[src/design/svpwm_ss_pkg.sv]
// svpwm segment sequencer package: field widths, reset values, command struct
// and the vector to gate decode shared by the interfaces, controller and datapath
// no dependencies
package svpwm_ss_pkg;

	localparam int SEGMENTS_DEF    = 7;
	localparam int COUNT_WIDTH_DEF = 16;

	localparam int DUR_W    = 16;
	localparam int VEC_W    = 4;
	localparam int SLOT_W   = 3;
	localparam int PERIOD_W = 16;
	localparam int GATE_W   = 6;

	localparam logic [PERIOD_W-1:0] PERIOD_RESET = PERIOD_W'(100);
	localparam logic [VEC_W-1:0]    BLANK_VEC    = VEC_W'(8);

	localparam logic FUNC_TICK = 1'b0;
	localparam logic FUNC_LOAD = 1'b1;

	typedef struct packed {
		logic tick;
		logic load;
	} cmd_t;

	// upper switch on for the named legs, lower is the complement
	function automatic logic [GATE_W-1:0] decode_gates(input logic [VEC_W-1:0] v);
		logic [GATE_W-1:0] g;
		case (v)
			4'd0:    g = 6'h2A;
			4'd1:    g = 6'h29;
			4'd2:    g = 6'h25;
			4'd3:    g = 6'h26;
			4'd4:    g = 6'h16;
			4'd5:    g = 6'h1A;
			4'd6:    g = 6'h19;
			4'd7:    g = 6'h15;
			default: g = 6'h00;
		endcase
		return g;
	endfunction

endpackage

[src/design/svpwm_ss_if.sv]
// svpwm segment sequencer channel interfaces: item, result and config write
// depends on svpwm_ss_pkg
interface svpwm_ss_item_if;
	logic                              valid;
	logic                              ready;
	logic                              func;
	logic                              channel;
	logic [svpwm_ss_pkg::SLOT_W-1:0]   segment_slot;
	logic [svpwm_ss_pkg::DUR_W-1:0]    segment_duration;
	logic [svpwm_ss_pkg::VEC_W-1:0]    segment_vector;

	modport source (output valid, func, channel, segment_slot, segment_duration,
		segment_vector, input ready);
	modport sink (input valid, func, channel, segment_slot, segment_duration,
		segment_vector, output ready);
endinterface

interface svpwm_ss_result_if;
	logic                              valid;
	logic                              ready;
	logic [svpwm_ss_pkg::GATE_W-1:0]   gates_first;
	logic [svpwm_ss_pkg::GATE_W-1:0]   gates_second;
	logic                              control_tick;

	modport source (output valid, gates_first, gates_second, control_tick, input ready);
	modport sink (input valid, gates_first, gates_second, control_tick, output ready);
endinterface

interface svpwm_ss_cfg_if;
	logic                                valid;
	logic                                ready;
	logic [svpwm_ss_pkg::PERIOD_W-1:0]   control_period;

	modport source (output valid, control_period, input ready);
	modport sink (input valid, control_period, output ready);
endinterface

[src/design/svpwm_ss_ctrl.sv]
// svpwm segment sequencer controller: item handshake and result register state
// depends on svpwm_ss_pkg
module svpwm_ss_ctrl (
	input  logic               clk,
	input  logic               arst_n,
	input  logic               item_valid,
	input  logic               item_func,
	output logic               item_ready,
	input  logic               result_ready,
	output logic               result_valid,
	output svpwm_ss_pkg::cmd_t cmd
);
	import svpwm_ss_pkg::*;

	typedef enum logic {
		OUT_EMPTY,
		OUT_FULL
	} state_t;

	state_t state_q;
	logic   accept;

	assign item_ready = (state_q == OUT_EMPTY) || result_ready;
	assign accept     = item_valid && item_ready;
	assign cmd.tick   = accept && (item_func == FUNC_TICK);
	assign cmd.load   = accept && (item_func == FUNC_LOAD);

	always_ff @(posedge clk or negedge arst_n) begin
		if (!arst_n) begin
			state_q      <= OUT_EMPTY;
			result_valid <= 1'b0;
		end else begin
			case (state_q)
				OUT_EMPTY: begin
					if (cmd.tick) begin
						state_q      <= OUT_FULL;
						result_valid <= 1'b1;
					end
				end
				OUT_FULL: begin
					if (result_ready && !cmd.tick) begin
						state_q      <= OUT_EMPTY;
						result_valid <= 1'b0;
					end
				end
				default: begin
					state_q      <= OUT_EMPTY;
					result_valid <= 1'b0;
				end
			endcase
		end
	end

endmodule

[src/design/svpwm_ss_dpath.sv]
// svpwm segment sequencer datapath: segment tables, period and segment counters,
// next segment search and gate decode into the result register; depends on svpwm_ss_pkg
module svpwm_ss_dpath #(
	parameter int SEGMENTS    = svpwm_ss_pkg::SEGMENTS_DEF,
	parameter int COUNT_WIDTH = svpwm_ss_pkg::COUNT_WIDTH_DEF
) (
	input  logic                                clk,
	input  logic                                arst_n,
	input  svpwm_ss_pkg::cmd_t                  cmd,
	input  logic                                channel,
	input  logic [svpwm_ss_pkg::SLOT_W-1:0]     segment_slot,
	input  logic [svpwm_ss_pkg::DUR_W-1:0]      segment_duration,
	input  logic [svpwm_ss_pkg::VEC_W-1:0]      segment_vector,
	input  logic                                cfg_write,
	input  logic [svpwm_ss_pkg::PERIOD_W-1:0]   cfg_period,
	output logic [svpwm_ss_pkg::GATE_W-1:0]     gates_first,
	output logic [svpwm_ss_pkg::GATE_W-1:0]     gates_second,
	output logic                                control_tick
);
	import svpwm_ss_pkg::*;

	localparam int POS_W = $clog2(SEGMENTS);
	localparam int CMP_W = (COUNT_WIDTH > DUR_W) ? COUNT_WIDTH : DUR_W;

	logic [DUR_W-1:0]       dur_tbl_q [2][SEGMENTS];
	logic [VEC_W-1:0]       vec_tbl_q [2][SEGMENTS];
	logic [PERIOD_W-1:0]    period_cfg_q;
	logic [PERIOD_W-1:0]    period_cnt_q;
	logic [COUNT_WIDTH-1:0] seg_cnt_q [2];
	logic [POS_W-1:0]       seg_pos_q [2];

	logic                   ctl_tick;
	logic [PERIOD_W-1:0]    period_d;
	logic [POS_W-1:0]       base_pos [2];
	logic [POS_W-1:0]       next_pos [2];
	logic [POS_W-1:0]       new_pos [2];
	logic [COUNT_WIDTH-1:0] base_cnt [2];
	logic [COUNT_WIDTH-1:0] new_cnt [2];
	logic [DUR_W-1:0]       cur_dur [2];
	logic [VEC_W-1:0]       new_vec [2];
	logic                   slot_ok;
	logic [POS_W-1:0]       wr_pos;

	assign ctl_tick = period_cnt_q >= period_cfg_q;
	assign period_d = ctl_tick ? '0 : period_cnt_q + 1'b1;
	assign slot_ok  = int'(segment_slot) < SEGMENTS;
	assign wr_pos   = POS_W'(segment_slot);

	always_comb begin
		for (int c = 0; c < 2; c++) begin
			base_pos[c] = ctl_tick ? '0 : seg_pos_q[c];
			base_cnt[c] = ctl_tick ? '0 : seg_cnt_q[c];
			cur_dur[c]  = dur_tbl_q[c][base_pos[c]];
			// first nonzero segment after the current one, else the last
			next_pos[c] = POS_W'(SEGMENTS - 1);
			for (int j = SEGMENTS - 1; j > 0; j--) begin
				if (j > int'(base_pos[c]) && dur_tbl_q[c][j] != '0) begin
					next_pos[c] = POS_W'(j);
				end
			end
			if (CMP_W'(base_cnt[c]) >= CMP_W'(cur_dur[c])) begin
				new_cnt[c] = '0;
				new_pos[c] = next_pos[c];
			end else begin
				new_cnt[c] = (base_cnt[c] == '1) ? base_cnt[c] : base_cnt[c] + 1'b1;
				new_pos[c] = base_pos[c];
			end
			new_vec[c] = vec_tbl_q[c][new_pos[c]];
		end
	end

	always_ff @(posedge clk or negedge arst_n) begin
		if (!arst_n) begin
			period_cfg_q <= PERIOD_RESET;
			period_cnt_q <= '0;
			for (int c = 0; c < 2; c++) begin
				seg_cnt_q[c] <= '0;
				seg_pos_q[c] <= '0;
				for (int s = 0; s < SEGMENTS; s++) begin
					dur_tbl_q[c][s] <= '0;
					vec_tbl_q[c][s] <= BLANK_VEC;
				end
			end
		end else begin
			if (cfg_write) begin
				period_cfg_q <= cfg_period;
			end
			if (cmd.load && slot_ok) begin
				dur_tbl_q[channel][wr_pos] <= segment_duration;
				vec_tbl_q[channel][wr_pos] <= segment_vector;
			end
			if (cmd.tick) begin
				period_cnt_q <= period_d;
				for (int c = 0; c < 2; c++) begin
					seg_cnt_q[c] <= new_cnt[c];
					seg_pos_q[c] <= new_pos[c];
				end
			end
		end
	end

	// result register
	always_ff @(posedge clk) begin
		if (cmd.tick) begin
			gates_first  <= decode_gates(new_vec[0]);
			gates_second <= decode_gates(new_vec[1]);
			control_tick <= ctl_tick;
		end
	end

endmodule

[src/design/svpwm_segment_sequencer_unit.sv]
// svpwm segment sequencer top level: controller plus datapath behind the channels
// depends on svpwm_ss_pkg, svpwm_ss_if, svpwm_ss_ctrl, svpwm_ss_dpath
//
//  channel  dir  payload                                                    transfer
//  item     in   func, channel, segment_slot, segment_duration, segment_vector  valid & ready
//  result   out  gates_first, gates_second, control_tick                    valid & ready
//  cfg      in   control_period                                             valid & ready
//
// one item per cycle when not stalled: a tick is resolved in the cycle it is taken and
// lands in the result register; a load writes the segment tables and returns nothing
// the result register is the only buffer, so item ready drops while a result is stalled
// cfg is always ready; control_period resets to 100, tables to zero duration and blank
// reset is asynchronous and leaves no result pending, no clearing pass
module svpwm_segment_sequencer_unit #(
	parameter int SEGMENTS    = svpwm_ss_pkg::SEGMENTS_DEF,
	parameter int COUNT_WIDTH = svpwm_ss_pkg::COUNT_WIDTH_DEF
) (
	input  logic                      clk,
	input  logic                      arst_n,
	svpwm_ss_item_if.sink             item,
	svpwm_ss_result_if.source         result,
	svpwm_ss_cfg_if.sink              cfg
);
	import svpwm_ss_pkg::*;

	cmd_t cmd;

	assign cfg.ready = 1'b1;

	svpwm_ss_ctrl u_ctrl (
		.clk          (clk),
		.arst_n       (arst_n),
		.item_valid   (item.valid),
		.item_func    (item.func),
		.item_ready   (item.ready),
		.result_ready (result.ready),
		.result_valid (result.valid),
		.cmd          (cmd)
	);

	svpwm_ss_dpath #(
		.SEGMENTS    (SEGMENTS),
		.COUNT_WIDTH (COUNT_WIDTH)
	) u_dpath (
		.clk              (clk),
		.arst_n           (arst_n),
		.cmd              (cmd),
		.channel          (item.channel),
		.segment_slot     (item.segment_slot),
		.segment_duration (item.segment_duration),
		.segment_vector   (item.segment_vector),
		.cfg_write        (cfg.valid),
		.cfg_period       (cfg.control_period),
		.gates_first      (result.gates_first),
		.gates_second     (result.gates_second),
		.control_tick     (result.control_tick)
	);

	a_tick_gives_result: assert property (@(posedge clk) disable iff (!arst_n)
		(item.valid && item.ready && item.func == FUNC_TICK) |=> result.valid)
		else $error("tick transfer did not produce a result");

	a_load_gives_none: assert property (@(posedge clk) disable iff (!arst_n)
		(item.valid && item.ready && item.func == FUNC_LOAD && !result.valid)
		|=> !result.valid)
		else $error("load transfer produced a result");

	a_stall_blocks_item: assert property (@(posedge clk) disable iff (!arst_n)
		(result.valid && !result.ready) |-> !item.ready)
		else $error("item taken while result stalled");

endmodule

[src/flat_wrapper.sv]
// flat-port wrapper written by rule: the top's interface ports become plain ports
module svpwm_segment_sequencer_unit_flat import svpwm_ss_pkg::*;
#(
	parameter int SEGMENTS    = svpwm_ss_pkg::SEGMENTS_DEF,
	parameter int COUNT_WIDTH = svpwm_ss_pkg::COUNT_WIDTH_DEF
)
  (clk, arst_n, item_valid, item_func, item_channel, item_segment_slot, item_segment_duration, item_segment_vector, item_ready, result_valid, result_gates_first, result_gates_second, result_control_tick, result_ready, cfg_valid, cfg_control_period, cfg_ready);
  svpwm_ss_item_if item_i ();
  svpwm_ss_result_if result_i ();
  svpwm_ss_cfg_if cfg_i ();
  input  logic clk;
  input  logic arst_n;
  input wire logic [$bits(item_i.valid)-1:0] item_valid;
  input wire logic [$bits(item_i.func)-1:0] item_func;
  input wire logic [$bits(item_i.channel)-1:0] item_channel;
  input wire logic [$bits(item_i.segment_slot)-1:0] item_segment_slot;
  input wire logic [$bits(item_i.segment_duration)-1:0] item_segment_duration;
  input wire logic [$bits(item_i.segment_vector)-1:0] item_segment_vector;
  output wire logic [$bits(item_i.ready)-1:0] item_ready;
  output wire logic [$bits(result_i.valid)-1:0] result_valid;
  output wire logic [$bits(result_i.gates_first)-1:0] result_gates_first;
  output wire logic [$bits(result_i.gates_second)-1:0] result_gates_second;
  output wire logic [$bits(result_i.control_tick)-1:0] result_control_tick;
  input wire logic [$bits(result_i.ready)-1:0] result_ready;
  input wire logic [$bits(cfg_i.valid)-1:0] cfg_valid;
  input wire logic [$bits(cfg_i.control_period)-1:0] cfg_control_period;
  output wire logic [$bits(cfg_i.ready)-1:0] cfg_ready;
  assign item_i.valid = item_valid;
  assign item_i.func = item_func;
  assign item_i.channel = item_channel;
  assign item_i.segment_slot = item_segment_slot;
  assign item_i.segment_duration = item_segment_duration;
  assign item_i.segment_vector = item_segment_vector;
  assign item_ready = item_i.ready;
  assign result_valid = result_i.valid;
  assign result_gates_first = result_i.gates_first;
  assign result_gates_second = result_i.gates_second;
  assign result_control_tick = result_i.control_tick;
  assign result_i.ready = result_ready;
  assign cfg_i.valid = cfg_valid;
  assign cfg_i.control_period = cfg_control_period;
  assign cfg_ready = cfg_i.ready;
  svpwm_segment_sequencer_unit #(.SEGMENTS(SEGMENTS), .COUNT_WIDTH(COUNT_WIDTH)) u_core (.clk(clk), .arst_n(arst_n), .item(item_i), .result(result_i), .cfg(cfg_i));
endmodule
[config.mk]
export PLATFORM = sky130hd
export DESIGN_NAME = svpwm_segment_sequencer_unit_flat
export DESIGN_NICKNAME = d
export VERILOG_FILES = /design/src/design/svpwm_ss_pkg.sv /design/src/design/svpwm_ss_if.sv /design/src/design/svpwm_ss_ctrl.sv /design/src/design/svpwm_ss_dpath.sv /design/src/design/svpwm_segment_sequencer_unit.sv /design/src/flat_wrapper.sv
export SDC_FILE = /design/constraint.sdc
export NUM_CORES = 1
export LEC_CHECK = 0
export BUFFER_PORTS_ARGS = -buffer_cell sky130_fd_sc_hd__buf_4
export CAP_MARGIN = 20
export CORE_MARGIN = 5
export CORE_UTILIZATION = 45
export DETAILED_ROUTE_END_ITERATION = 16
export PLACE_DENSITY_LB_ADDON = 0.05
export SYNTH_ARGS = -nofsm -noshare
export SYNTH_HDL_FRONTEND = slang
export SYNTH_SLANG_ARGS = --single-unit
[constraint.sdc]
create_clock -name clk -period 17.55 [get_ports clk]
set_clock_uncertainty 0.2 [all_clocks]
set_input_delay 2.6325 -clock clk [delete_from_list [all_inputs] [get_ports clk]]
set_output_delay 2.6325 -clock clk [all_outputs]
set_load 0.05 [all_outputs]
==> impl_metrics.ini <==
[clocking]
cts_buffers = 43
cts.sinks = 365
clock_latency_ps = 590
postCtsSetupBuffers = 0
cts_resized = 0
cts_max_path_buffers = 3
holdBufCountCts = 0
path_clk_slew_ps = 60
htreeDepth = 2
cts_tree = yes
cts_root_buf = clkbuf_16

[worst_setup_path]
crit_path_end_kind = flop
worstReg2RegEnd = u_core.u_dpath.gates_second[0]$_SDFFCE_PP0P_
reg2reg_depth = 22
cp.required_ps = 17660
crit_path_max_fanout = 64
cp_data_arrival_time_ps = 7400
crit_path_start = u_core.u_dpath.period_cnt_q[14]$_DFFE_PN0P_
timing.rr.start = u_core.u_dpath.period_cnt_q[14]$_DFFE_PN0P_
r2r_setup_slack_ps = 10270
critical_path_class = flop to flop
crit_path_start_kind = flop
crit_path_end = u_core.u_dpath.gates_second[0]$_SDFFCE_PP0P_

[logic_synthesis]
synth_edf_count = 13
netlist_area_sq_um = 19500
syn_nets = 1877
synth-seq-cells = 365
ys.warnings.count = 0
async_flop_share = 0.964
synth_ff_type = dfrtp_1
avgSynthCellArea_sq_um = 10.9
yosysUniqueCellTypes = 90
yosysSeqAreaShare = 0.474
synth_cells = 1780

[final_layout]
final_common_cell = dfrtp_1
area_growth_pct = 12.3
drive_gt1_frac = 0.275
antenna_cells = 0
finalNonFillerCells = 2408
mostFrequentLayoutCells = dfrtp_1, mux2_2, nand2_1
finalNetCount = 1886
fin_util = 0.510
fillCellCount = 3872

[global_routing]
grt_overflow_total = 0
track_usage = 0.232
antenna_found_initial = 0
grt_pass1_vias = 14500
grt_max_degree = 87
grt_pass1_wl_mm = 87.1

[floorplanning]
die_area_sq_um = 47500
rows = 76
core_area_sq_um = 42900
start_util = 0.454
die_h_microns = 218
io_pins = 62
die_x_microns = 218

[power]
leakagePower_nw = 9.81
vdd_ir_drop_max_uv = 106
power_density_nw_per_um2 = 150

[placed_design]
gp_congestion = 0.871
place_inst = 2326
dpl.hpwl_mm = 37.3
place_ws_ps = 10330
io_buffers = 60

[timing]
period_share = 0.415
rsz0062_at_grt = no
tightest_slew_ps = 1160
fmax_ghz = 0.137
setup_violations = 0
setup_tns_ps = 0
layout_setup_ws_ps = 10270
slew_viol_final = 0
min_period_ps = 7280
relSlewSlack = 0.226
hold_viol = 0

[routing]
drcViolationCount = 0
avgRoutedWirePerCell_microns = 22.7
via_per_inst = 5.96
finalWirelength_mm = 54.8
first_pass_iters = 5
via_count = 14400
ant_nets = 0
drt_iter0_drc = 1307

[worst_hold_path]
min_path_type = flop to flop
holdCritStartpoint = u_core.u_ctrl.state_q$_DFF_PN0_

[run_status]
outcome = complete, no violations

[flow_run]
drv_cap = 0
-- metal layers --
metal | routed length, microns | vias up | share of wire | GRT usage
met2 | 24600 | 364 | 0.45 | 0.357
met5 | 0 | - | 0 | 0
met1 | 26200 | 7289 | 0.48 | 0.344
met3 | 3090 | 72 | 0.056 | 0.0416
li1 | - | 6628 | - | -
met4 | 882 | 0 | 0.016 | 0.0532
-- critical path: stages (launching register included) --
cell and delay (ps):
dfrtp_1 410, ha_1 330, and3_1 180, o21ai_1 290, o211ai_2 280, nor2_4 160, buf_4 700, nand2_1 650
nand2_1 200, a31oi_1 110, o221ai_1 290, ha_1 310, a21o_1 160, a21o_1 170, a211o_1 310, a41o_1 220
and2_1 190, nand2_1 320, mux2_2 520, and2_1 200, a32o_1 260, o211ai_1 350, mux2i_1 140
-- area by class of cell --
cell class	instances	area, sq um	area share
inverter	35	131	0.00601
timing repair buffer	88	751	0.0343
clock inverter	12	125	0.00572
sequential	365	9220	0.422
tap	585	732	0.0335
multi-input combinational	1256	9630	0.441
clock buffer	67	1270	0.0579
-- stage by stage --
stage | total power, W | area [sq um] | hold WS, ps
after CTS | 0.00329 | 21800 | 253
after global routing | 0.00348 | 21900 | 273
after floorplan | 0.00204 | 19500 | 220
after detailed placement | 0.00240 | 20400 | 235
after global placement | 0.00238 | 20300 | 229
final | 0.00328 | 21900 | 248
-- logic make-up (layout without fill, tap and decap cells) --
logic type | after synthesis | after routing | synth area share
other cells | 1 | 1 | 0.000193
fa+ha+maj | 51 | 51 | 0.0328
flops | 365 | 365 | 0.474
simple gates | 485 | 485 | 0.130
xor+xnor | 8 | 8 | 0.00360
buf+inv | 159 | 202 | 0.0322
compound gates | 354 | 354 | 0.126
mux | 357 | 357 | 0.202
-- how the worst min path moves through the flow --
stage	end	slack, ps	depth (start not counted)
after global placement	u_core.u_ctrl.result_valid$_DFFE_PN0P_	230	1
after floorplan	u_core.u_ctrl.result_valid$_DFFE_PN0P_	220	1
after global routing	u_core.u_ctrl.result_valid$_DFFE_PN0P_	270	1
final	u_core.u_ctrl.result_valid$_DFFE_PN0P_	250	1
after CTS	u_core.u_ctrl.result_valid$_DFFE_PN0P_	250	1
after detailed placement	u_core.u_ctrl.result_valid$_DFFE_PN0P_	240	1
-- cells in the mapped netlist (all sizes together), types with 16 or more instances --
master	count	area share
mux2	282	0.16
a31oi	25	0.0087
dfstp	17	0.023
inv	35	0.0068
o21ai	94	0.024
nand3	55	0.015
nand4	20	0.0068
a21oi	83	0.022
nor3	19	0.0051
nor2b	24	0.0089
dfrtp	335	0.43
ha	51	0.033
nand2	165	0.032
nor2	56	0.011
and3	48	0.016
mux2i	75	0.039
o221ai	27	0.012
o211ai	24	0.010
nor4	41	0.013
nand2b	21	0.0071
buf	16	0.0046
clkbuf	108	0.021
-- sequential cells by signal, summed over array words and instances, names as in the netlist --
signal,cells
u_core.u_ctrl.result_valid,1
u_core.u_ctrl.state_q,1
u_core.u_dpath.control_tick,1
u_core.u_dpath.dur_tbl_q,224
u_core.u_dpath.gates_first,6
u_core.u_dpath.gates_second,6
u_core.u_dpath.period_cfg_q,16
u_core.u_dpath.period_cnt_q,16
u_core.u_dpath.seg_cnt_q,32
u_core.u_dpath.seg_pos_q,6
u_core.u_dpath.vec_tbl_q,56
-- power breakdown --
part           switching, W  leakage (nW)  internal [W]
registers          0.000117          4.64       0.00103
logic              0.000746          4.50      0.000502
clock network      0.000368         0.675      0.000514
(Power assumes the default switching activity.)
